### config.mk
export PLATFORM = sky130hd
export DESIGN_NAME = content_length_deframer_top_flat
export DESIGN_NICKNAME = d
export VERILOG_FILES = /design/src/hw/rtl/cld_pkg.sv /design/src/hw/rtl/cld_if.sv /design/src/hw/rtl/content_length_deframer_top.sv /design/src/hw/rtl/cld_parser.sv /design/src/flat_wrapper.sv
export SDC_FILE = /design/constraint.sdc
export NUM_CORES = 1
export LEC_CHECK = 0
export ABC_AREA = 1
export BUFFER_PORTS_ARGS = -buffer_cell sky130_fd_sc_hd__buf_2
export CAP_MARGIN = 20
export CORE_MARGIN = 10
export CORE_UTILIZATION = 50
export DETAILED_ROUTE_END_ITERATION = 6
export GPL_TIMING_DRIVEN = 1
export PLACE_DENSITY_LB_ADDON = 0.05
export SYNTH_ARGS = -nofsm -noshare
export SYNTH_HDL_FRONTEND = slang
export SYNTH_HIERARCHICAL = 1
export SYNTH_SLANG_ARGS = --single-unit
### constraint.sdc
create_clock -name clk -period 9.8 [get_ports clk]
set_input_delay 0.49 -clock clk [delete_from_list [all_inputs] [get_ports clk]]
set_output_delay 0.49 -clock clk [all_outputs]
set_load 0.1 [all_outputs]
### src/hw/rtl/cld_pkg.sv
// Shared types and constants for the Content-Length deframer.
// No dependencies; the top, the parser and the bench import this package.
`default_nettype none

package cld_pkg;

	// Parser phases.
	typedef enum logic [2:0] {
		PH_HUNT   = 3'd0,
		PH_SKIPWS = 3'd1,
		PH_DIGITS = 3'd2,
		PH_TAIL   = 3'd3,
		PH_BODY   = 3'd4
	} phase_t;

	// Result kinds carried on the output channel.
	typedef enum logic [1:0] {
		KIND_BODY  = 2'd0,
		KIND_EMPTY = 2'd1,
		KIND_ERROR = 2'd2
	} kind_t;

	localparam int unsigned KEY_LEN = 15;
	localparam int unsigned MAX_LEN_BITS = 31;

	localparam logic [7:0] CHAR_CR = 8'h0D;
	localparam logic [7:0] CHAR_LF = 8'h0A;
	localparam logic [7:0] CHAR_SP = 8'h20;
	localparam logic [7:0] CHAR_TAB = 8'h09;
	localparam logic [7:0] CHAR_ZERO = 8'h30;
	localparam logic [7:0] CHAR_NINE = 8'h39;

	// One result word handed from the parser to the output register.
	typedef struct packed {
		logic       valid;
		logic [7:0] body_byte;
		logic       last_of_message;
		kind_t      kind;
	} cld_result_t;

	// Characters of the "Content-Length:" key by position.
	function automatic logic [7:0] key_char(input logic [3:0] pos);
		logic [7:0] c;
		case (pos)
			4'd0: c = "C";
			4'd1: c = "o";
			4'd2: c = "n";
			4'd3: c = "t";
			4'd4: c = "e";
			4'd5: c = "n";
			4'd6: c = "t";
			4'd7: c = "-";
			4'd8: c = "L";
			4'd9: c = "e";
			4'd10: c = "n";
			4'd11: c = "g";
			4'd12: c = "t";
			4'd13: c = "h";
			4'd14: c = ":";
			default: c = 8'h00;
		endcase
		return c;
	endfunction

endpackage

`default_nettype wire

### src/hw/rtl/cld_if.sv
// Valid/ready channel interfaces for the deframer: raw stream in, results out.
// Depends on nothing; the payload kind code is defined in cld_pkg.
`default_nettype none

// Raw byte stream channel.
interface cld_byte_if;
	logic       valid;
	logic       ready;
	logic [7:0] stream_byte;

	modport source (output valid, output stream_byte, input ready);
	modport sink (input valid, input stream_byte, output ready);
endinterface

// Message result channel.
interface cld_msg_if;
	logic       valid;
	logic       ready;
	logic [7:0] body_byte;
	logic       last_of_message;
	logic [1:0] kind;

	modport source (output valid, output body_byte, output last_of_message, output kind,
		input ready);
	modport sink (input valid, input body_byte, input last_of_message, input kind,
		output ready);
endinterface

`default_nettype wire

### src/hw/rtl/content_length_deframer_top.sv
// Top level of the Content-Length deframer: input register, parser, result register.
// Depends on cld_pkg, cld_if (cld_byte_if, cld_msg_if) and cld_parser.
//
// Usage: raw bytes arrive on the stream channel, one word per valid/ready
// handshake. The header is searched for the first "Content-Length:" key,
// whose decimal value (after optional whitespace) gives the body length;
// CR LF CR LF ends the header. The message channel then carries each body
// byte as a word of kind 0, with last_of_message on the final byte. A zero
// length gives one word of kind 1, and a header without a usable length
// (no key, no digits, or a value above max_body_length) gives one word of
// kind 2; both have last_of_message set. Header bytes give no word.
// Throughput is one byte per cycle while message.ready stays high. A
// byte passes the input register and the parser into the result register,
// which offers its word. When the receiver stalls, the result register
// holds its word and the input register keeps one more byte; stream.ready
// falls only when both are full. Reset clears the parser to key hunting,
// empties both registers and sets max_body_length to its largest value.
// The user writes the register with max_body_length_we only while the
// block is idle; the block itself does not enforce this.
`default_nettype none

module content_length_deframer_top
	import cld_pkg::*;
#(
	parameter int unsigned LENGTH_BITS = 32
) (
	input  wire logic                    clk,
	input  wire logic                    arst_n,
	cld_byte_if.sink                     stream,
	cld_msg_if.source                    message,
	input  wire logic                    max_body_length_we,
	input  wire logic [MAX_LEN_BITS-1:0] max_body_length
);

	logic                    valid_s1;
	logic [7:0]              byte_s1;
	logic                    advance;
	logic [MAX_LEN_BITS-1:0] max_len_q;
	cld_result_t             result;
	logic                    out_valid_q;
	logic [7:0]              body_byte_q;
	logic                    last_q;
	kind_t                   kind_q;

	// The registered byte moves on when the result register is free or draining.
	assign advance = valid_s1 && (!out_valid_q || message.ready);
	assign stream.ready = !valid_s1 || advance;

	// Length limit register.
	always_ff @(posedge clk or negedge arst_n) begin
		if (!arst_n) begin
			max_len_q <= '1;
		end else if (max_body_length_we) begin
			max_len_q <= max_body_length;
		end
	end

	// Input register.
	always_ff @(posedge clk or negedge arst_n) begin
		if (!arst_n) begin
			valid_s1 <= 1'b0;
		end else if (stream.ready) begin
			valid_s1 <= stream.valid;
		end
	end

	always_ff @(posedge clk) begin
		if (stream.valid && stream.ready) begin
			byte_s1 <= stream.stream_byte;
		end
	end

	cld_parser #(
		.LENGTH_BITS(LENGTH_BITS)
	) u_parser (
		.clk     (clk),
		.arst_n  (arst_n),
		.en      (advance),
		.byte_in (byte_s1),
		.max_len (max_len_q),
		.result  (result)
	);

	// Result register.
	always_ff @(posedge clk or negedge arst_n) begin
		if (!arst_n) begin
			out_valid_q <= 1'b0;
		end else if (advance) begin
			out_valid_q <= result.valid;
		end else if (message.ready) begin
			out_valid_q <= 1'b0;
		end
	end

	always_ff @(posedge clk) begin
		if (advance && result.valid) begin
			body_byte_q <= result.body_byte;
			last_q <= result.last_of_message;
			kind_q <= result.kind;
		end
	end

	assign message.valid = out_valid_q;
	assign message.body_byte = body_byte_q;
	assign message.last_of_message = last_q;
	assign message.kind = kind_q;

endmodule

`default_nettype wire

### src/hw/rtl/cld_parser.sv
// Header parser and body counter of the deframer: holds the parse state and
// turns one registered byte per enabled cycle into at most one result. Uses cld_pkg.
`default_nettype none

module cld_parser
	import cld_pkg::*;
#(
	parameter int unsigned LENGTH_BITS = 32
) (
	input  wire logic                    clk,
	input  wire logic                    arst_n,
	input  wire logic                    en,
	input  wire logic [7:0]              byte_in,
	input  wire logic [MAX_LEN_BITS-1:0] max_len,
	output cld_result_t                  result
);

	// Width that holds ten times the accumulator plus a digit, and the limit.
	localparam int unsigned CW = (LENGTH_BITS + 4 > MAX_LEN_BITS)
		? LENGTH_BITS + 4 : MAX_LEN_BITS;

	phase_t                 phase_q, phase_n;
	logic [3:0]             key_pos_q, key_pos_n;
	logic [1:0]             hep_q, hep_n;
	logic [LENGTH_BITS-1:0] acc_q, acc_n;
	logic                   has_digit_q, has_digit_n;
	logic                   too_large_q, too_large_n;
	logic [LENGTH_BITS-1:0] left_q, left_n;

	logic                   header_done;
	logic                   is_digit;
	logic                   is_ws;
	logic [CW-1:0]          acc_w;
	logic [CW-1:0]          next_w;
	logic                   next_big;
	logic [LENGTH_BITS-1:0] left_dec;

	// Character classes and the digit step of the length value.
	always_comb begin
		is_digit = (byte_in >= CHAR_ZERO) && (byte_in <= CHAR_NINE);
		is_ws = (byte_in == CHAR_SP) || ((byte_in >= CHAR_TAB) && (byte_in <= CHAR_CR));
		acc_w = CW'(acc_q);
		next_w = (acc_w << 3) + (acc_w << 1) + CW'(byte_in[3:0]);
		next_big = ((next_w >> LENGTH_BITS) != '0) || (next_w > CW'(max_len));
		left_dec = left_q - LENGTH_BITS'(1);
	end

	// Next state.
	always_comb begin
		phase_n = phase_q;
		key_pos_n = key_pos_q;
		hep_n = hep_q;
		acc_n = acc_q;
		has_digit_n = has_digit_q;
		too_large_n = too_large_q;
		left_n = left_q;
		header_done = 1'b0;

		if (phase_q == PH_BODY) begin
			left_n = left_dec;
			if (left_dec == '0) begin
				phase_n = PH_HUNT;
				key_pos_n = '0;
				hep_n = '0;
				acc_n = '0;
				has_digit_n = 1'b0;
				too_large_n = 1'b0;
			end
		end else begin
			// Track the CR LF CR LF that ends the header.
			if (byte_in == CHAR_CR) begin
				hep_n = (hep_q == 2'd2) ? 2'd3 : 2'd1;
			end else if (byte_in == CHAR_LF) begin
				header_done = (hep_q == 2'd3);
				hep_n = (hep_q == 2'd1) ? 2'd2 : 2'd0;
			end else begin
				hep_n = 2'd0;
			end

			case (phase_q)
				PH_HUNT: begin
					if (byte_in == key_char(key_pos_q)) begin
						if (key_pos_q == 4'(KEY_LEN - 1)) begin
							key_pos_n = '0;
							phase_n = PH_SKIPWS;
						end else begin
							key_pos_n = key_pos_q + 4'd1;
						end
					end else begin
						key_pos_n = (byte_in == key_char(4'd0)) ? 4'd1 : 4'd0;
					end
				end
				PH_SKIPWS, PH_DIGITS: begin
					if (is_digit) begin
						has_digit_n = 1'b1;
						phase_n = PH_DIGITS;
						if (!too_large_q) begin
							if (next_big) begin
								too_large_n = 1'b1;
							end else begin
								acc_n = next_w[LENGTH_BITS-1:0];
							end
						end
					end else if (!(is_ws && phase_q == PH_SKIPWS)) begin
						phase_n = PH_TAIL;
					end
				end
				default: begin
				end
			endcase

			// At the header end, start a body or go back to hunting.
			if (header_done) begin
				if (phase_n != PH_HUNT && has_digit_n && !too_large_n && acc_n != '0) begin
					left_n = acc_n;
					phase_n = PH_BODY;
				end else begin
					phase_n = PH_HUNT;
				end
				key_pos_n = '0;
				hep_n = '0;
				acc_n = '0;
				has_digit_n = 1'b0;
				too_large_n = 1'b0;
			end
		end
	end

	// Result word for this byte.
	always_comb begin
		result = '0;
		result.kind = KIND_BODY;
		if (en) begin
			if (phase_q == PH_BODY) begin
				result.valid = 1'b1;
				result.body_byte = byte_in;
				result.last_of_message = (left_dec == '0);
			end else if (header_done) begin
				if (phase_n == PH_HUNT) begin
					result.valid = 1'b1;
					result.last_of_message = 1'b1;
					// The closing LF leaves the length fields as they were, so the
					// stored values tell an empty message from a header error.
					result.kind = KIND_ERROR;
					if (phase_q != PH_HUNT && has_digit_q && !too_large_q) begin
						result.kind = KIND_EMPTY;
					end
				end
			end
		end
	end

	// Parse state registers.
	always_ff @(posedge clk or negedge arst_n) begin
		if (!arst_n) begin
			phase_q <= PH_HUNT;
			key_pos_q <= '0;
			hep_q <= '0;
			acc_q <= '0;
			has_digit_q <= 1'b0;
			too_large_q <= 1'b0;
			left_q <= '0;
		end else if (en) begin
			phase_q <= phase_n;
			key_pos_q <= key_pos_n;
			hep_q <= hep_n;
			acc_q <= acc_n;
			has_digit_q <= has_digit_n;
			too_large_q <= too_large_n;
			left_q <= left_n;
		end
	end

endmodule

`default_nettype wire

### src/flat_wrapper.sv
// flat-port wrapper written by rule: the top's interface ports become plain ports
module content_length_deframer_top_flat import cld_pkg::*;
#(
	parameter int unsigned LENGTH_BITS = 32
)
  (clk, arst_n, max_body_length_we, max_body_length, stream_valid, stream_stream_byte, stream_ready, message_valid, message_body_byte, message_last_of_message, message_kind, message_ready);
  cld_byte_if stream_i ();
  cld_msg_if message_i ();
  input  wire logic clk;
  input  wire logic arst_n;
  input  wire logic max_body_length_we;
  input  wire logic [MAX_LEN_BITS-1:0] max_body_length;
  input wire logic [$bits(stream_i.valid)-1:0] stream_valid;
  input wire logic [$bits(stream_i.stream_byte)-1:0] stream_stream_byte;
  output wire logic [$bits(stream_i.ready)-1:0] stream_ready;
  output wire logic [$bits(message_i.valid)-1:0] message_valid;
  output wire logic [$bits(message_i.body_byte)-1:0] message_body_byte;
  output wire logic [$bits(message_i.last_of_message)-1:0] message_last_of_message;
  output wire logic [$bits(message_i.kind)-1:0] message_kind;
  input wire logic [$bits(message_i.ready)-1:0] message_ready;
  assign stream_i.valid = stream_valid;
  assign stream_i.stream_byte = stream_stream_byte;
  assign stream_ready = stream_i.ready;
  assign message_valid = message_i.valid;
  assign message_body_byte = message_i.body_byte;
  assign message_last_of_message = message_i.last_of_message;
  assign message_kind = message_i.kind;
  assign message_i.ready = message_ready;
  content_length_deframer_top #(.LENGTH_BITS(LENGTH_BITS)) u_core (.clk(clk), .arst_n(arst_n), .stream(stream_i), .message(message_i), .max_body_length_we(max_body_length_we), .max_body_length(max_body_length));
endmodule
# Word-level counts from Yosys, hierarchy flattened
# Memories as Yosys holds them, arrays and structs flattened.
# Index checks and enable logic that the tools add are counted.
[classes] bitwise_logic=3 n_reduce_logical=36 n_eq_ne=13 mux=66 n_lt_le_gt_ge=5 addsub=4
[ops] op="2-to-1 mux 32 bit" count=11
[ops] op="adder 35 x 33 -> 36 bit" count=1
[ops] op="adder 36 x 4 -> 36 bit" count=1
[ops] op="> comparator 36 x 31 -> 1 bit" count=1
[ops] op="nonzero test 36 bit" count=1
[ops] op="2-to-1 mux 3 bit" count=11
[ops] op="logical NOT 32 bit" count=1
[ops] op="nonzero test 32 bit" count=1
[ops] op="subtractor 32 x 1 -> 32 bit, second input constant" count=1
[ops] op="2-to-1 mux 1 bit" count=24
[ops] op="2-to-1 mux 4 bit" count=6
[ops] op="2-to-1 mux 8 bit" count=3
[ops] op="2-to-1 mux 2 bit" count=9
[ops] op="equality test 8 x 4 -> 1 bit, second input constant" count=2
[ops] op="2-to-1 mux 12 bit" count=1
[ops] op="logical AND 1 bit" count=11
[ops] op="nonzero test 3 bit" count=3
[ops] op="equality test 8 x 6 -> 1 bit, second input constant" count=1
[ops] op="equality test 8 x 7 -> 1 bit, second input constant" count=1
[ops] op="equality test 8 bit" count=1
[ops] op=">= comparator 8 x 4 -> 1 bit, second input constant" count=1
[ops] op=">= comparator 8 x 6 -> 1 bit, second input constant" count=1
[ops] op="<= comparator 8 x 4 -> 1 bit, second input constant" count=1
[ops] op="<= comparator 8 x 6 -> 1 bit, second input constant" count=1
[ops] op="other kinds (18)" count=32
[totals] reg_bits=127 input_bits=44 mem_count=1 wordCells=142 romBits=112
[memory_table] memory="(no name shown)" words=16 width=7 read_ports=1 rd_clocked_by_memory_dff=0 wr=0 line="cld_pkg.sv:44" rtl="case (pos)"

# Depth between registers and ports, before layout
# Gate-level depths: netlist of run 1.
[depth] ltp_word=21 ltp_mapped=41 depth_no_buf=40

# Cells and area by module
# Netlist of run 1, hierarchy kept.
[by_module_without_submodules] module="cld_parser" cells_each=1369 seq_area_each_um2=1876.8 instances=1 area_per_inst_um2=8670.8
[by_module_without_submodules] module="content_length_deframer_top" cells_each=165 seq_area_each_um2=1435.1 instances=1 area_per_inst_um2=2084.5

# Worst setup path after synthesis of run 1
# No wires, ideal clock.
[synth_timing] path_kind="flip-flop to flip-flop" from="register u_core.byte_s1[3]" to="register u_core.body_byte_q[0] (netlist: u_core/message.body_byte[0]), enable pin" path_stages_with_launch=38 path_buffers=1 required_time_ns=9.422 t_arrival_ns=4.949 path_slack_ns=4.473 period_less_slack_ns=5.327 setup_ns=0.378 path_cell_list="edfxtp_1 -> fa_1 -> fa_1 -> nand2_1 -> nand2_1 -> nand3b_1 -> nand2_1 -> nand2_1 -> nand2_2 -> a21oi_1 -> o21bai_1 -> xor2_1 -> inv_1 -> ha_1 -> nand4_1 -> inv_1 -> nand2_1 -> nand2_1 -> (+2 left out) -> nand2_1 -> nand2_1 -> nand2_1 -> nand3_1 -> nor2_2 -> buf_4 -> nand3b_1 -> nand2_1 -> nand2_1 -> nor2_1 -> nand2_1 -> nor2_1 -> nand2_2 -> nand2_1 -> nand3_1 -> nand2_1 -> inv_1 -> nor2_1"
[synth_rtl] item="start, declared" line="content_length_deframer_top.sv:36" rtl="logic [7:0] byte_s1;"
[synth_rtl] item="start signal, assigned" line="content_length_deframer_top.sv:69" rtl="byte_s1 <= stream.stream_byte;"
[synth_rtl] item="end signal, assigned" line="content_length_deframer_top.sv:97" rtl="body_byte_q <= result.body_byte;"
[synth_rtl] item="end, declared" line="content_length_deframer_top.sv:41" rtl="logic [7:0] body_byte_q;"

==> results of run 1 <==
[synthesized netlist by cell type, types with 10 or more instances]
library cell	instances
sky130_fd_sc_hd__xnor2_1	12
sky130_fd_sc_hd__nor4_1	10
sky130_fd_sc_hd__nand4_1	15
sky130_fd_sc_hd__xor2_1	43
sky130_fd_sc_hd__o21ai_0	75
sky130_fd_sc_hd__clkbuf_1	18
sky130_fd_sc_hd__o22ai_1	20
sky130_fd_sc_hd__nand3b_1	13
sky130_fd_sc_hd__nand2_1	462
sky130_fd_sc_hd__dfstp_2	31
sky130_fd_sc_hd__nor2_1	127
sky130_fd_sc_hd__o21ai_2	32
sky130_fd_sc_hd__edfxtp_1	19
sky130_fd_sc_hd__inv_1	221
sky130_fd_sc_hd__dfrtp_1	77
sky130_fd_sc_hd__nor3_1	19
sky130_fd_sc_hd__nand3_1	107
sky130_fd_sc_hd__ha_1	100
sky130_fd_sc_hd__a21oi_1	49
[stage by stage]
| step | total power, mW | instances |
|---|---|---|
| detailed placement | 2.24 | 1832 |
| global placement | 2.23 | 1832 |
| finish | 2.89 | 1864 |
| CTS | 2.91 | 1864 |
| global route | 3.12 | 1864 |
| floorplan | 1.87 | 1534 |
[sequential cells by signal (all words and copies together), names as in the netlist]
register                        cells
u_core/u_parser/too_large_q         1
u_core/u_parser/has_digit_q         1
u_core/message.body_byte            8
u_core/max_len_q                   31
u_core/message.kind                 2
u_core/message.last_of_message      1
u_core/message.valid                1
u_core/u_parser/left_q             32
u_core/u_parser/acc_q              32
u_core/valid_s1                     1
u_core/byte_s1                      8
u_core/u_parser/phase_q             3
u_core/u_parser/hep_q               2
u_core/u_parser/key_pos_q           4
[routing by layer]
| layer | vias up | routed length [um] | global-route usage, % |
|---|---|---|---|
| met5 | - | 0 | 0 |
| met4 | 0 | 801 | 7.56 |
| met3 | 51 | 1000 | 2.59 |
| met2 | 213 | 14500 | 36.0 |
| met1 | 4581 | 13000 | 26.0 |
| li1 | 5043 | - | - |
[cells by family (layout without fill, tap and decap cells)]
group / Yosys count / count (layout) / share of synthesized area [%]
xor gates and xnor gates: 55 / 55 / 4.48
DFF: 127 / 127 / 30.8
buffers and inverters: 271 / 326 / 10.7
adders and majority gates: 102 / 102 / 12.0
and+or+nand+nor: 779 / 779 / 30.7
AOI/OAI and AO/OA: 200 / 200 / 11.3
[power by group through the flow]
| stage | combinational, mW | clock (mW) | sequential [mW] |
|---|---|---|---|
| final | 1.47 | 0.648 | 0.775 |
| after global routing | 1.65 | 0.685 | 0.792 |
| after CTS | 1.47 | 0.665 | 0.774 |
| after detailed placement | 1.45 | 0 | 0.782 |
| after global placement | 1.44 | 0 | 0.782 |
| after floorplan | 1.05 | 0 | 0.819 |
[cells in the final DEF, fill, tap and decap left out, drive strengths merged, types with 6 or more instances in the layout]
cell and n:
xor2 43, xnor2 12, nand3 108, a21oi 49, nand4 16, o21ai 107
nor4 10, clkinv 8, clkbuf 20, buf 63, nand3b 13, dfrtp 77
o21bai 6, nand2 469, ha 100, nor2 133, dfstp 31, edfxtp 19
nor3 19, o22ai 20, inv 231
[area by class of cell]
type	count	area share, %
Clock buffer	20	3.98
Clock inverter	12	1.05
Inverter	231	7.38
Multi-Input combinational cell	1136	53.6
Sequential cell	127	28.2
Tap cell	275	2.93
Timing Repair Buffer	63	2.85
[worst paths after layout]
check	endpoint	depth (start not counted)	slack [ns]	start
setup / recovery	u_core/message.body_byte[1]	34	3.06	u_core/byte_s1[3]
max in group asynchronous	u_core/u_parser/acc_q[2]	2	8.47	arst_n
hold / removal	u_core/u_parser/acc_q[28]	1	0.17	arst_n
hold reg to reg	u_core/max_len_q[26]	2	0.46	u_core/max_len_q[26]
min in group clk	u_core/byte_s1[3]	1	0.23	stream_stream_byte[3]
setup reg to reg	u_core/message.body_byte[1]	34	3.06	u_core/byte_s1[3]
==> run_summary.xml, run 1 <==
<?xml version="1.0" encoding="UTF-8"?>
<metrics>
  <group name="worst_setup_path">
    <metric name="critical_path.max_stage_delay" unit="ns">0.76</metric>
    <metric name="cpMostUsedCell" unit="">sky130_fd_sc_hd__nand2_1</metric>
    <metric name="worst-path-max-fanout" unit="">34</metric>
    <metric name="ws_path_type" unit="">flip-flop to flip-flop</metric>
    <metric name="start_kind" unit="">flip-flop</metric>
    <metric name="critical_path.endpoint_type" unit="">flip-flop</metric>
    <metric name="required" unit="ns">9.85</metric>
    <metric name="worst-endpoint-arrival" unit="ns">6.79</metric>
    <metric name="cp_top_delay_family" unit="">simple AND/OR/NAND/NOR gates</metric>
    <metric name="sum_of_buffers_and_inverters_on_the_critical_path" unit="">3</metric>
    <metric name="slowest_library_cell_on_the_worst_path" unit="">sky130_fd_sc_hd__nor2_1</metric>
  </group>
  <group name="sta">
    <metric name="max_clock_freq" unit="MHz">148</metric>
    <metric name="min_period" unit="ns">6.74</metric>
    <metric name="maxSlewViolCount" unit="">0</metric>
    <metric name="sum_of_negative_setup_slack" unit="ns">0</metric>
    <metric name="setup_viol" unit="">0</metric>
    <metric name="final-hold-violation-count" unit="">0</metric>
    <metric name="slew_headroom" unit="%">31.5</metric>
    <metric name="timing.clock.skew" unit="ns">0.0118</metric>
    <metric name="hold_ws" unit="ns">0.173</metric>
    <metric name="finalCritPeriodShare" unit="%">68.8</metric>
    <metric name="fin_ws" unit="ns">3.06</metric>
    <metric name="rsz0062_at_grt" unit="">no</metric>
    <metric name="tightest_slew" unit="ns">1.02</metric>
  </group>
  <group name="outcome">
    <metric name="status" unit="">complete, no violations</metric>
  </group>
  <group name="logic_synthesis">
    <metric name="synthesis.area" unit="um2">10800</metric>
    <metric name="synth_enable_flop_cells" unit="">19</metric>
    <metric name="synth_cell_types" unit="">51</metric>
    <metric name="synthDominantAreaCellType" unit="">sky130_fd_sc_hd__dfrtp_1</metric>
    <metric name="ys_warn_count" unit="">6</metric>
    <metric name="synth_ff_type" unit="">sky130_fd_sc_hd__dfrtp_1</metric>
    <metric name="post_synth_main_area_contributors" unit="">sky130_fd_sc_hd__dfrtp_1, sky130_fd_sc_hd__nand2_1, sky130_fd_sc_hd__ha_1</metric>
    <metric name="synth_area_per_cell" unit="um2">7.01</metric>
    <metric name="synth_top_cell_area_share" unit="%">17.9</metric>
    <metric name="seq_area_frac_synth" unit="%">30.8</metric>
    <metric name="asyncSetResetFlopFracSynth" unit="%">85.0</metric>
    <metric name="syn_nets" unit="">1680</metric>
    <metric name="number_of_standard_cells_after_synthesis" unit="">1534</metric>
    <metric name="synth_seq_cells" unit="">127</metric>
  </group>
  <group name="drt">
    <metric name="drt-vias-per-instance" unit="">5.30</metric>
    <metric name="vias" unit="">9888</metric>
    <metric name="drt.antenna.violating_nets" unit="">0</metric>
    <metric name="drt-total-wl" unit="um">29200</metric>
    <metric name="wl_per_cell" unit="um">15.7</metric>
    <metric name="dr.first_iter.drc_count" unit="">641</metric>
    <metric name="first_pass_iters" unit="">5</metric>
    <metric name="residual_drc" unit="">0</metric>
  </group>
  <group name="cells_and_area">
    <metric name="multi_input_comb_area" unit="um2">6300</metric>
    <metric name="nNetsFinal" unit="">1722</metric>
    <metric name="filler_cell_count" unit="">2079</metric>
    <metric name="area_growth_from_synthesis_to_layout" unit="%">9.25</metric>
    <metric name="fin_util" unit="%">55.7</metric>
    <metric name="register_area" unit="um2">3310</metric>
    <metric name="final_std_cell_area_no_fill" unit="um2">11800</metric>
    <metric name="final_layout_size_suffix_gt1_share" unit="%">11.5</metric>
    <metric name="insertedDiodeCount" unit="">0</metric>
  </group>
  <group name="power_and_ir_drop">
    <metric name="total_power_per_unit_cell_area" unit="nW/um2">246</metric>
    <metric name="leakage" unit="nW">6.45</metric>
    <metric name="power_report.internal_total" unit="mW">1.50</metric>
    <metric name="share_clk_of_total_power" unit="%">22.4</metric>
    <metric name="p_comb_share" unit="%">50.7</metric>
    <metric name="worst_ir_drop_vdd" unit="mV">0.129</metric>
    <metric name="power.share.sequential" unit="%">26.8</metric>
    <metric name="power.switching_fraction" unit="%">48.0</metric>
    <metric name="switching_power_of_the_nets" unit="mW">1.39</metric>
  </group>
  <group name="die">
    <metric name="core_region_area" unit="um2">21100</metric>
    <metric name="initial_core_utilization" unit="%">51.0</metric>
    <metric name="floorplan.die.width" unit="um">167</metric>
    <metric name="placementRows" unit="">53</metric>
    <metric name="io_pins" unit="">57</metric>
    <metric name="dieHeight" unit="um">167</metric>
    <metric name="die_area" unit="um2">27800</metric>
  </group>
  <group name="cts">
    <metric name="cts_root_buffer" unit="">sky130_fd_sc_hd__clkbuf_16</metric>
    <metric name="clk-insertion-delay-late" unit="ns">0.43</metric>
    <metric name="cts_hold_buffers" unit="">0</metric>
    <metric name="clkSlewWorstSetupHoldPaths" unit="ns">0.06</metric>
    <metric name="ctsHtreeMaxLevel" unit="">4</metric>
    <metric name="cts_post_setup_buffers_inserted" unit="">0</metric>
    <metric name="post_cts_resize_count" unit="">0</metric>
    <metric name="cts-buffers-inserted" unit="">17</metric>
    <metric name="clock_tree_from_tritoncts" unit="">yes</metric>
    <metric name="clock_tree_buffer_depth" unit="">2</metric>
    <metric name="numClockSinks" unit="">127</metric>
  </group>
  <group name="placement">
    <metric name="detailedPlacementHpwl" unit="um">22300</metric>
    <metric name="placed_cell_area" unit="um2">11200</metric>
    <metric name="finalWeightedCongestion" unit="">0.945</metric>
    <metric name="port-buffer-count" unit="">56</metric>
    <metric name="detailedPlace.worstSlack" unit="ns">3.04</metric>
  </group>
  <group name="global_route">
    <metric name="grt_util_all_layers" unit="%">20.8</metric>
    <metric name="globalRoute.totalOverflow" unit="">0</metric>
    <metric name="grt_first_pass_wirelength" unit="um">48200</metric>
    <metric name="grt_start_max_net_pins" unit="">64</metric>
    <metric name="grt_pass1_vias" unit="">9530</metric>
    <metric name="antenna_violations_before_repair" unit="">0</metric>
  </group>
  <group name="job">
    <metric name="maxCapViolations" unit="">0</metric>
  </group>
  <group name="worst_hold_path">
    <metric name="worst_hold_path_type" unit="">input pin to asynchronous set/reset pin</metric>
  </group>
</metrics>
Note: power is estimated with default switching activity, not from simulation.
==> run 2: changes to the inputs <==
==> constraint.sdc (replaced) <==
create_clock -name clk -period 6.3 [get_ports clk]
set_input_delay 0.315 -clock clk [delete_from_list [all_inputs] [get_ports clk]]
set_output_delay 0.315 -clock clk [all_outputs]
set_load 0.1 [all_outputs]
==> run_summary.xml, run 2 (synthesis gave the netlist of run 1 again) <==
<?xml version="1.0" encoding="UTF-8"?>
<metrics>
  <group name="cells_and_area">
    <metric name="nNetsFinal" unit="">1738</metric>
    <metric name="area_growth_from_synthesis_to_layout" unit="%">11.5</metric>
    <metric name="fin_util" unit="%">56.9</metric>
    <metric name="insertedDiodeCount" unit="">0</metric>
    <metric name="final_std_cell_area_no_fill" unit="um2">12000</metric>
    <metric name="final_layout_size_suffix_gt1_share" unit="%">12.9</metric>
    <metric name="largestRegisters" unit="">u_core/u_parser/acc_q: 32 flops, u_core/u_parser/left_q: 32 flops, u_core/max_len_q: 31 flops</metric>
    <metric name="commonest_cells_after_routing_fill_and_taps_aside" unit="">sky130_fd_sc_hd__nand2_1, sky130_fd_sc_hd__inv_1, sky130_fd_sc_hd__nor2_1, sky130_fd_sc_hd__nand3_1, sky130_fd_sc_hd__ha_1</metric>
    <metric name="final_common_cell" unit="">sky130_fd_sc_hd__nand2_1</metric>
  </group>
  <group name="drt">
    <metric name="dr.first_iter.drc_count" unit="">670</metric>
    <metric name="drt-total-wl" unit="um">29600</metric>
    <metric name="vias" unit="">9933</metric>
    <metric name="first_pass_iters" unit="">5</metric>
    <metric name="drt-vias-per-instance" unit="">5.28</metric>
    <metric name="wl_per_cell" unit="um">15.7</metric>
    <metric name="drt.antenna.violating_nets" unit="">0</metric>
    <metric name="residual_drc" unit="">0</metric>
  </group>
  <group name="worst_setup_path">
    <metric name="worst-path-max-fanout" unit="">14</metric>
    <metric name="critical_path.max_stage_delay" unit="ns">0.55</metric>
    <metric name="worst-endpoint-arrival" unit="ns">5.96</metric>
    <metric name="r2r-start" unit="">u_core/u_parser/acc_q[2]</metric>
    <metric name="critical_path.endpoint_type" unit="">flip-flop</metric>
    <metric name="reg2reg_depth" unit="">40</metric>
    <metric name="start_kind" unit="">flip-flop</metric>
    <metric name="slowest_library_cell_on_the_worst_path" unit="">sky130_fd_sc_hd__fa_1</metric>
    <metric name="ws_path_type" unit="">flip-flop to flip-flop</metric>
    <metric name="required" unit="ns">6.43</metric>
    <metric name="reg2reg_slack" unit="ns">0.48</metric>
    <metric name="cpMostUsedCell" unit="">sky130_fd_sc_hd__nand2_1</metric>
    <metric name="worst_r2r_endpoint" unit="">u_core/message.body_byte[0]</metric>
  </group>
  <group name="worst_hold_path">
    <metric name="worst_hold_path_type" unit="">input pin to flip-flop</metric>
    <metric name="hold_path_depth" unit="">1</metric>
    <metric name="hp-start" unit="">stream_stream_byte[1]</metric>
    <metric name="min_delay_worst_endpoint" unit="">u_core/byte_s1[1]</metric>
  </group>
  <group name="sta">
    <metric name="min_period" unit="ns">5.82</metric>
    <metric name="hold_ws" unit="ns">0.0555</metric>
    <metric name="maxSlewViolCount" unit="">0</metric>
    <metric name="timing.clock.skew" unit="ns">0.0131</metric>
    <metric name="tightest_slew" unit="ns">1.01</metric>
    <metric name="sum_of_negative_setup_slack" unit="ns">0</metric>
    <metric name="finalCritPeriodShare" unit="%">92.4</metric>
    <metric name="max_clock_freq" unit="MHz">172</metric>
    <metric name="slew_headroom" unit="%">32.5</metric>
    <metric name="fin_ws" unit="ns">0.479</metric>
    <metric name="final-hold-violation-count" unit="">0</metric>
    <metric name="setup_viol" unit="">0</metric>
  </group>
  <group name="job">
    <metric name="maxCapViolations" unit="">0</metric>
  </group>
  <group name="power_and_ir_drop">
    <metric name="total_power_per_unit_cell_area" unit="nW/um2">390</metric>
    <metric name="share_clk_of_total_power" unit="%">22.1</metric>
    <metric name="switching_power_of_the_nets" unit="mW">2.22</metric>
    <metric name="power_report.internal_total" unit="mW">2.46</metric>
    <metric name="power.share.sequential" unit="%">25.7</metric>
    <metric name="leakage" unit="nW">6.57</metric>
    <metric name="power.switching_fraction" unit="%">47.4</metric>
    <metric name="p_comb_share" unit="%">52.2</metric>
    <metric name="worst_ir_drop_vdd" unit="mV">0.198</metric>
  </group>
  <group name="die">
    <metric name="initial_core_utilization" unit="%">51.0</metric>
    <metric name="core_region_area" unit="um2">21100</metric>
    <metric name="die_area" unit="um2">27800</metric>
    <metric name="floorplan.die.width" unit="um">167</metric>
    <metric name="io_pins" unit="">57</metric>
    <metric name="placementRows" unit="">53</metric>
    <metric name="dieHeight" unit="um">167</metric>
  </group>
  <group name="cts">
    <metric name="cts-buffers-inserted" unit="">17</metric>
    <metric name="cts_root_buffer" unit="">sky130_fd_sc_hd__clkbuf_16</metric>
    <metric name="clock_tree_buffer_depth" unit="">2</metric>
    <metric name="ctsHtreeMaxLevel" unit="">4</metric>
    <metric name="clkSlewWorstSetupHoldPaths" unit="ns">0.07</metric>
    <metric name="clock_tree_from_tritoncts" unit="">yes</metric>
    <metric name="numClockSinks" unit="">127</metric>
    <metric name="clk-insertion-delay-late" unit="ns">0.43</metric>
  </group>
  <group name="global_route">
    <metric name="grt_first_pass_wirelength" unit="um">48900</metric>
    <metric name="globalRoute.totalOverflow" unit="">0</metric>
    <metric name="grt_pass1_vias" unit="">9785</metric>
    <metric name="grt_start_max_net_pins" unit="">77</metric>
    <metric name="grt_util_all_layers" unit="%">21.0</metric>
    <metric name="antenna_violations_before_repair" unit="">0</metric>
  </group>
  <group name="placement">
    <metric name="port-buffer-count" unit="">56</metric>
    <metric name="finalWeightedCongestion" unit="">0.967</metric>
    <metric name="placed_cell_area" unit="um2">11200</metric>
    <metric name="detailedPlacementHpwl" unit="um">22700</metric>
    <metric name="detailedPlace.worstSlack" unit="ns">0.348</metric>
  </group>
  <group name="outcome">
    <metric name="status" unit="">complete, no violations</metric>
  </group>
</metrics>
run 2: critical path: cells and delay by family (launching register included):
| kind | cells | cell delay [ns] |
|---|---|---|
| DFF | 1 | 0.43 |
| and+or+nand+nor | 30 | 2.88 |
| buffers and inverters | 5 | 0.64 |
| adders and majority gates | 3 | 1.33 |
| AOI/OAI and AO/OA | 2 | 0.29 |
run 2: layout make-up:
class / count / area [um2]
multi-input cells: 1136 / 6340
well taps: 275 / 344
fillers: 2094 / 9090
clock buffers: 19 / 464
inverters: 231 / 867
clock inverters: 13 / 150
flip-flops and latches: 127 / 3310
repair buffers: 79 / 512
run 2: metal layers:
metal	track usage [%]	vias to the layer above	share of wire, %
met4	6.64	0	2.2
met2	36.6	220	50
met5	0	-	0
met3	2.82	39	3.6
met1	26.3	4618	44
li1	-	5056	-
run 2: power groups by stage:
stage	combinational [mW]	clock (mW)	sequential (mW)
after CTS	2.34	1.05	1.20
after global routing	2.74	1.08	1.23
after global placement	2.31	0	1.21
after floorplan	1.64	0	1.27
after detailed placement	2.33	0	1.21
final	2.44	1.03	1.20
run 2: worst max path at each step:
stage | slack (ns) | end | start
3_5_place_dp | 0.35 | u_core/message.body_byte[0] | u_core/byte_s1[3]
3_3_place_gp | 0.47 | u_core/message.body_byte[0] | u_core/byte_s1[3]
2_1_floorplan | 0.97 | u_core/message.body_byte[0] | u_core/byte_s1[3]
6_report | 0.48 | u_core/message.body_byte[0] | u_core/u_parser/acc_q[2]
5_1_grt | -0.02 | u_core/message.body_byte[3] | u_core/u_parser/acc_q[2]
4_1_cts | 0.31 | u_core/message.body_byte[0] | u_core/byte_s1[3]
run 2: timing repair:
| action | in CTS | in global routing |
|---|---|---|
| buffers inserted | 0 | 3 |
| endpoints found under the hold margin | 1 | 0 |
| hold buffers | 1 | 0 |
| resized for setup | 0 | 11 |
| setup endpoints to repair | 0 | 43 |
run 2: metrics by stage:
step	power, mW	instances
floorplan	2.91	1534
global placement	3.52	1842
detailed placement	3.55	1842
CTS	4.60	1875
global route	5.05	1880
finish	4.68	1880
==> run 3: changes to the inputs <==
--- a/config.mk
+++ b/config.mk
@@ -15,5 +15,4 @@
 export PLACE_DENSITY_LB_ADDON = 0.05
 export SYNTH_ARGS = -nofsm -noshare
 export SYNTH_HDL_FRONTEND = slang
-export SYNTH_HIERARCHICAL = 1
 export SYNTH_SLANG_ARGS = --single-unit
==> run_summary.xml, run 3 <==
<?xml version="1.0" encoding="UTF-8"?>
<metrics>
  <group name="outcome">
    <metric name="status" unit="">complete, no violations</metric>
  </group>
  <group name="logic_synthesis">
    <metric name="synth_top_cell_area_share" unit="%">18.4</metric>
    <metric name="synth_top_family_by_area" unit="">simple AND/OR/NAND/NOR gates</metric>
    <metric name="synth_ff_type" unit="">sky130_fd_sc_hd__dfrtp_1</metric>
    <metric name="post_synth_main_area_contributors" unit="">sky130_fd_sc_hd__dfrtp_1, sky130_fd_sc_hd__nand2_1, sky130_fd_sc_hd__ha_1</metric>
    <metric name="synth_cell_types" unit="">58</metric>
    <metric name="number_of_standard_cells_after_synthesis" unit="">1497</metric>
    <metric name="synth_area_per_cell" unit="um2">6.98</metric>
    <metric name="synthDominantAreaCellType" unit="">sky130_fd_sc_hd__dfrtp_1</metric>
    <metric name="synthesis.area" unit="um2">10500</metric>
    <metric name="synth_enable_flop_cells" unit="">19</metric>
    <metric name="synth_seq_cells" unit="">127</metric>
    <metric name="simple_gate_portion_of_the_synthesized_area" unit="%">30.4</metric>
    <metric name="post-synth-top-count-cell" unit="">sky130_fd_sc_hd__nand2_1</metric>
    <metric name="syn_nets" unit="">1643</metric>
    <metric name="synth_xor_area_share" unit="%">4.78</metric>
    <metric name="seq_area_frac_synth" unit="%">31.7</metric>
    <metric name="compound_gate_fraction_of_synth_area" unit="%">11.1</metric>
    <metric name="asyncSetResetFlopFracSynth" unit="%">85.0</metric>
    <metric name="netlist_top_cells_count" unit="">sky130_fd_sc_hd__nand2_1, sky130_fd_sc_hd__inv_1, sky130_fd_sc_hd__nor2_1, sky130_fd_sc_hd__nand3_1, sky130_fd_sc_hd__ha_1</metric>
    <metric name="mux_share_of_post_synthesis_cell_area" unit="%">0.204</metric>
    <metric name="post_synth_fa_ha_maj_area_fraction" unit="%">12.4</metric>
    <metric name="ys_warn_count" unit="">0</metric>
  </group>
  <group name="die">
    <metric name="floorplan.die.width" unit="um">165</metric>
    <metric name="dieHeight" unit="um">165</metric>
    <metric name="placementRows" unit="">52</metric>
    <metric name="io_pins" unit="">57</metric>
    <metric name="core_region_area" unit="um2">20400</metric>
    <metric name="die_area" unit="um2">27100</metric>
    <metric name="initial_core_utilization" unit="%">51.2</metric>
  </group>
  <group name="sta">
    <metric name="final-hold-violation-count" unit="">0</metric>
    <metric name="max_clock_freq" unit="MHz">171</metric>
    <metric name="slew_headroom" unit="%">28.8</metric>
    <metric name="rsz0062_at_grt" unit="">no</metric>
    <metric name="hold_ws" unit="ns">0.0614</metric>
    <metric name="tightest_slew" unit="ns">1.07</metric>
    <metric name="sum_of_negative_setup_slack" unit="ns">0</metric>
    <metric name="fin_ws" unit="ns">0.445</metric>
    <metric name="timing.clock.skew" unit="ns">0.0129</metric>
    <metric name="finalCritPeriodShare" unit="%">92.9</metric>
    <metric name="setup_viol" unit="">0</metric>
    <metric name="maxSlewViolCount" unit="">0</metric>
    <metric name="min_period" unit="ns">5.85</metric>
  </group>
  <group name="cells_and_area">
    <metric name="final_std_cell_area_no_fill" unit="um2">11700</metric>
    <metric name="area_growth_from_synthesis_to_layout" unit="%">11.7</metric>
    <metric name="nNetsFinal" unit="">1705</metric>
    <metric name="commonest_cells_after_routing_fill_and_taps_aside" unit="">sky130_fd_sc_hd__nand2_1, sky130_fd_sc_hd__inv_1, sky130_fd_sc_hd__nor2_1, sky130_fd_sc_hd__nand3_1, sky130_fd_sc_hd__ha_1</metric>
    <metric name="final_layout_size_suffix_gt1_share" unit="%">10.8</metric>
    <metric name="largestRegisters" unit="">u_core.u_parser.acc_q: 32 flops, u_core.u_parser.left_q: 32 flops, u_core.max_len_q: 31 flops</metric>
    <metric name="insertedDiodeCount" unit="">0</metric>
    <metric name="fin_util" unit="%">57.2</metric>
    <metric name="final_common_cell" unit="">sky130_fd_sc_hd__nand2_1</metric>
    <metric name="filler_cell_count" unit="">2007</metric>
    <metric name="fin_cells" unit="">1842</metric>
  </group>
  <group name="drt">
    <metric name="first_pass_iters" unit="">6</metric>
    <metric name="drt.antenna.violating_nets" unit="">0</metric>
    <metric name="drt-vias-per-instance" unit="">5.31</metric>
    <metric name="residual_drc" unit="">0</metric>
    <metric name="wl_per_cell" unit="um">15.8</metric>
    <metric name="dr.first_iter.drc_count" unit="">701</metric>
    <metric name="vias" unit="">9778</metric>
    <metric name="drt-total-wl" unit="um">29200</metric>
  </group>
  <group name="global_route">
    <metric name="globalRouteMet2Util" unit="%">35.5</metric>
    <metric name="antenna_violations_before_repair" unit="">0</metric>
    <metric name="grt_util_all_layers" unit="%">21.7</metric>
    <metric name="grt_pass1_vias" unit="">9224</metric>
    <metric name="grt-busiest-layer" unit="">met2</metric>
    <metric name="grt.met1_usage" unit="%">29.3</metric>
    <metric name="grt_first_pass_wirelength" unit="um">47100</metric>
    <metric name="grtUsageMet3" unit="%">3.06</metric>
    <metric name="grt_start_max_net_pins" unit="">75</metric>
    <metric name="globalRoute.totalOverflow" unit="">0</metric>
  </group>
  <group name="power_and_ir_drop">
    <metric name="share_clk_of_total_power" unit="%">18.1</metric>
    <metric name="leakage" unit="nW">6.44</metric>
    <metric name="power_report.internal_total" unit="mW">2.56</metric>
    <metric name="worst_ir_drop_vdd" unit="mV">0.319</metric>
    <metric name="p_comb_share" unit="%">58.4</metric>
    <metric name="power.share.sequential" unit="%">23.4</metric>
    <metric name="power.switching_fraction" unit="%">51.3</metric>
    <metric name="power.total" unit="mW">5.24</metric>
    <metric name="switching_power_of_the_nets" unit="mW">2.69</metric>
    <metric name="total_power_per_unit_cell_area" unit="nW/um2">449</metric>
  </group>
  <group name="worst_setup_path">
    <metric name="cpMostUsedCell" unit="">sky130_fd_sc_hd__nand2_1</metric>
    <metric name="required" unit="ns">6.43</metric>
    <metric name="critical_path.endpoint_type" unit="">flip-flop</metric>
    <metric name="ws_path_type" unit="">flip-flop to flip-flop</metric>
    <metric name="slowest_library_cell_on_the_worst_path" unit="">sky130_fd_sc_hd__fa_1</metric>
    <metric name="start_kind" unit="">flip-flop</metric>
    <metric name="worst-path-max-fanout" unit="">21</metric>
    <metric name="critical_path.max_stage_delay" unit="ns">0.54</metric>
    <metric name="worst-endpoint-arrival" unit="ns">5.98</metric>
  </group>
  <group name="placement">
    <metric name="port-buffer-count" unit="">56</metric>
    <metric name="finalWeightedCongestion" unit="">0.956</metric>
    <metric name="placed_cell_area" unit="um2">11000</metric>
    <metric name="detailedPlace.worstSlack" unit="ns">0.00428</metric>
    <metric name="place_inst" unit="">1803</metric>
    <metric name="detailedPlacementHpwl" unit="um">22400</metric>
  </group>
  <group name="cts">
    <metric name="cts_root_buffer" unit="">sky130_fd_sc_hd__clkbuf_16</metric>
    <metric name="numClockSinks" unit="">127</metric>
    <metric name="clock_tree_buffer_depth" unit="">2</metric>
    <metric name="clk-insertion-delay-late" unit="ns">0.43</metric>
    <metric name="clock_tree_from_tritoncts" unit="">yes</metric>
    <metric name="clkSlewWorstSetupHoldPaths" unit="ns">0.06</metric>
    <metric name="cts-buffers-inserted" unit="">17</metric>
    <metric name="ctsHtreeMaxLevel" unit="">4</metric>
  </group>
  <group name="worst_hold_path">
    <metric name="worst_hold_path_type" unit="">input pin to flip-flop</metric>
  </group>
  <group name="job">
    <metric name="maxCapViolations" unit="">0</metric>
  </group>
</metrics>
run 3: cell types whose count changed after synthesis, sizes merged, moves of 5 or more:
cell	delta
nand2	-13
buf	-5
nand3b	-6
inv	-17
run 3: repair_timing:
item                                    in CTS  in global routing
hold endpoints to repair                     3                  0
resized for setup                            1                  8
endpoints found under the setup margin      43                 47
hold buffers                                 1                  0
buffers inserted                             0                  5
pin swaps                                    0                  1
run 3: final timing paths:
kind                                          startpoint                           to  slack, ns  depth (start not counted)
worst min register to register      u_core.max_len_q[20]         u_core.max_len_q[20]       0.49                          2
worst max register to register  u_core.u_parser.acc_q[0]  u_core.message.body_byte[4]       0.45                         33
worst min-delay path               stream_stream_byte[4]            u_core.byte_s1[4]       0.06                          1
worst max-delay path            u_core.u_parser.acc_q[0]  u_core.message.body_byte[4]       0.45                         33
max in group asynchronous                         arst_n              u_core.valid_s1       4.81                          4
min in group asynchronous                         arst_n     u_core.u_parser.acc_q[0]       0.41                          2
run 3: area by class of cell:
class / instances / area (um2) / area share (%)
clock buffers: 19 / 433 / 3.71
clock inverters: 13 / 114 / 0.975
inverters: 211 / 792 / 6.78
multi-input cells: 1120 / 6180 / 52.9
flip-flops and latches: 127 / 3310 / 28.4
well taps: 270 / 338 / 2.89
repair buffers: 82 / 512 / 4.38
run 3: cells by family (layout without fill, tap and decap cells):
kind of cell / Yosys count / count (layout)
simple gates: 752 / 752
buf+inv: 250 / 325
compound gates: 207 / 207
flops: 127 / 127
fa+ha+maj: 102 / 102
xor+xnor: 57 / 57
mux: 2 / 2
run 3: critical path, delay by kind of cell, from the launching register on:
family	cells	cell delay, ns
buffers and inverters	3	0.49
AND/OR/NAND/NOR	23	2.65
XOR/XNOR	1	0.15
AO/OA/AOI/OAI	3	0.47
adder cells (fa/ha/maj)	3	1.35
flip-flops	1	0.41
run 3: power groups by stage:
stage                     Sequential (mW)  Clock (mW)  Combinational, mW
after CTS                            1.23       0.967               3.04
after global placement               1.24           0               2.99
after detailed placement             1.24           0               3.01
after floorplan                      1.37           0               2.09
final                                1.23       0.952               3.06
after global routing                 1.26        1.00               3.44
run 3: per-layer routing:
layer,up-vias,part of all wire (%)
li1,4985,-
met1,4519,47
met2,228,48
met3,46,3.9
met4,0,1.9
met5,-,0
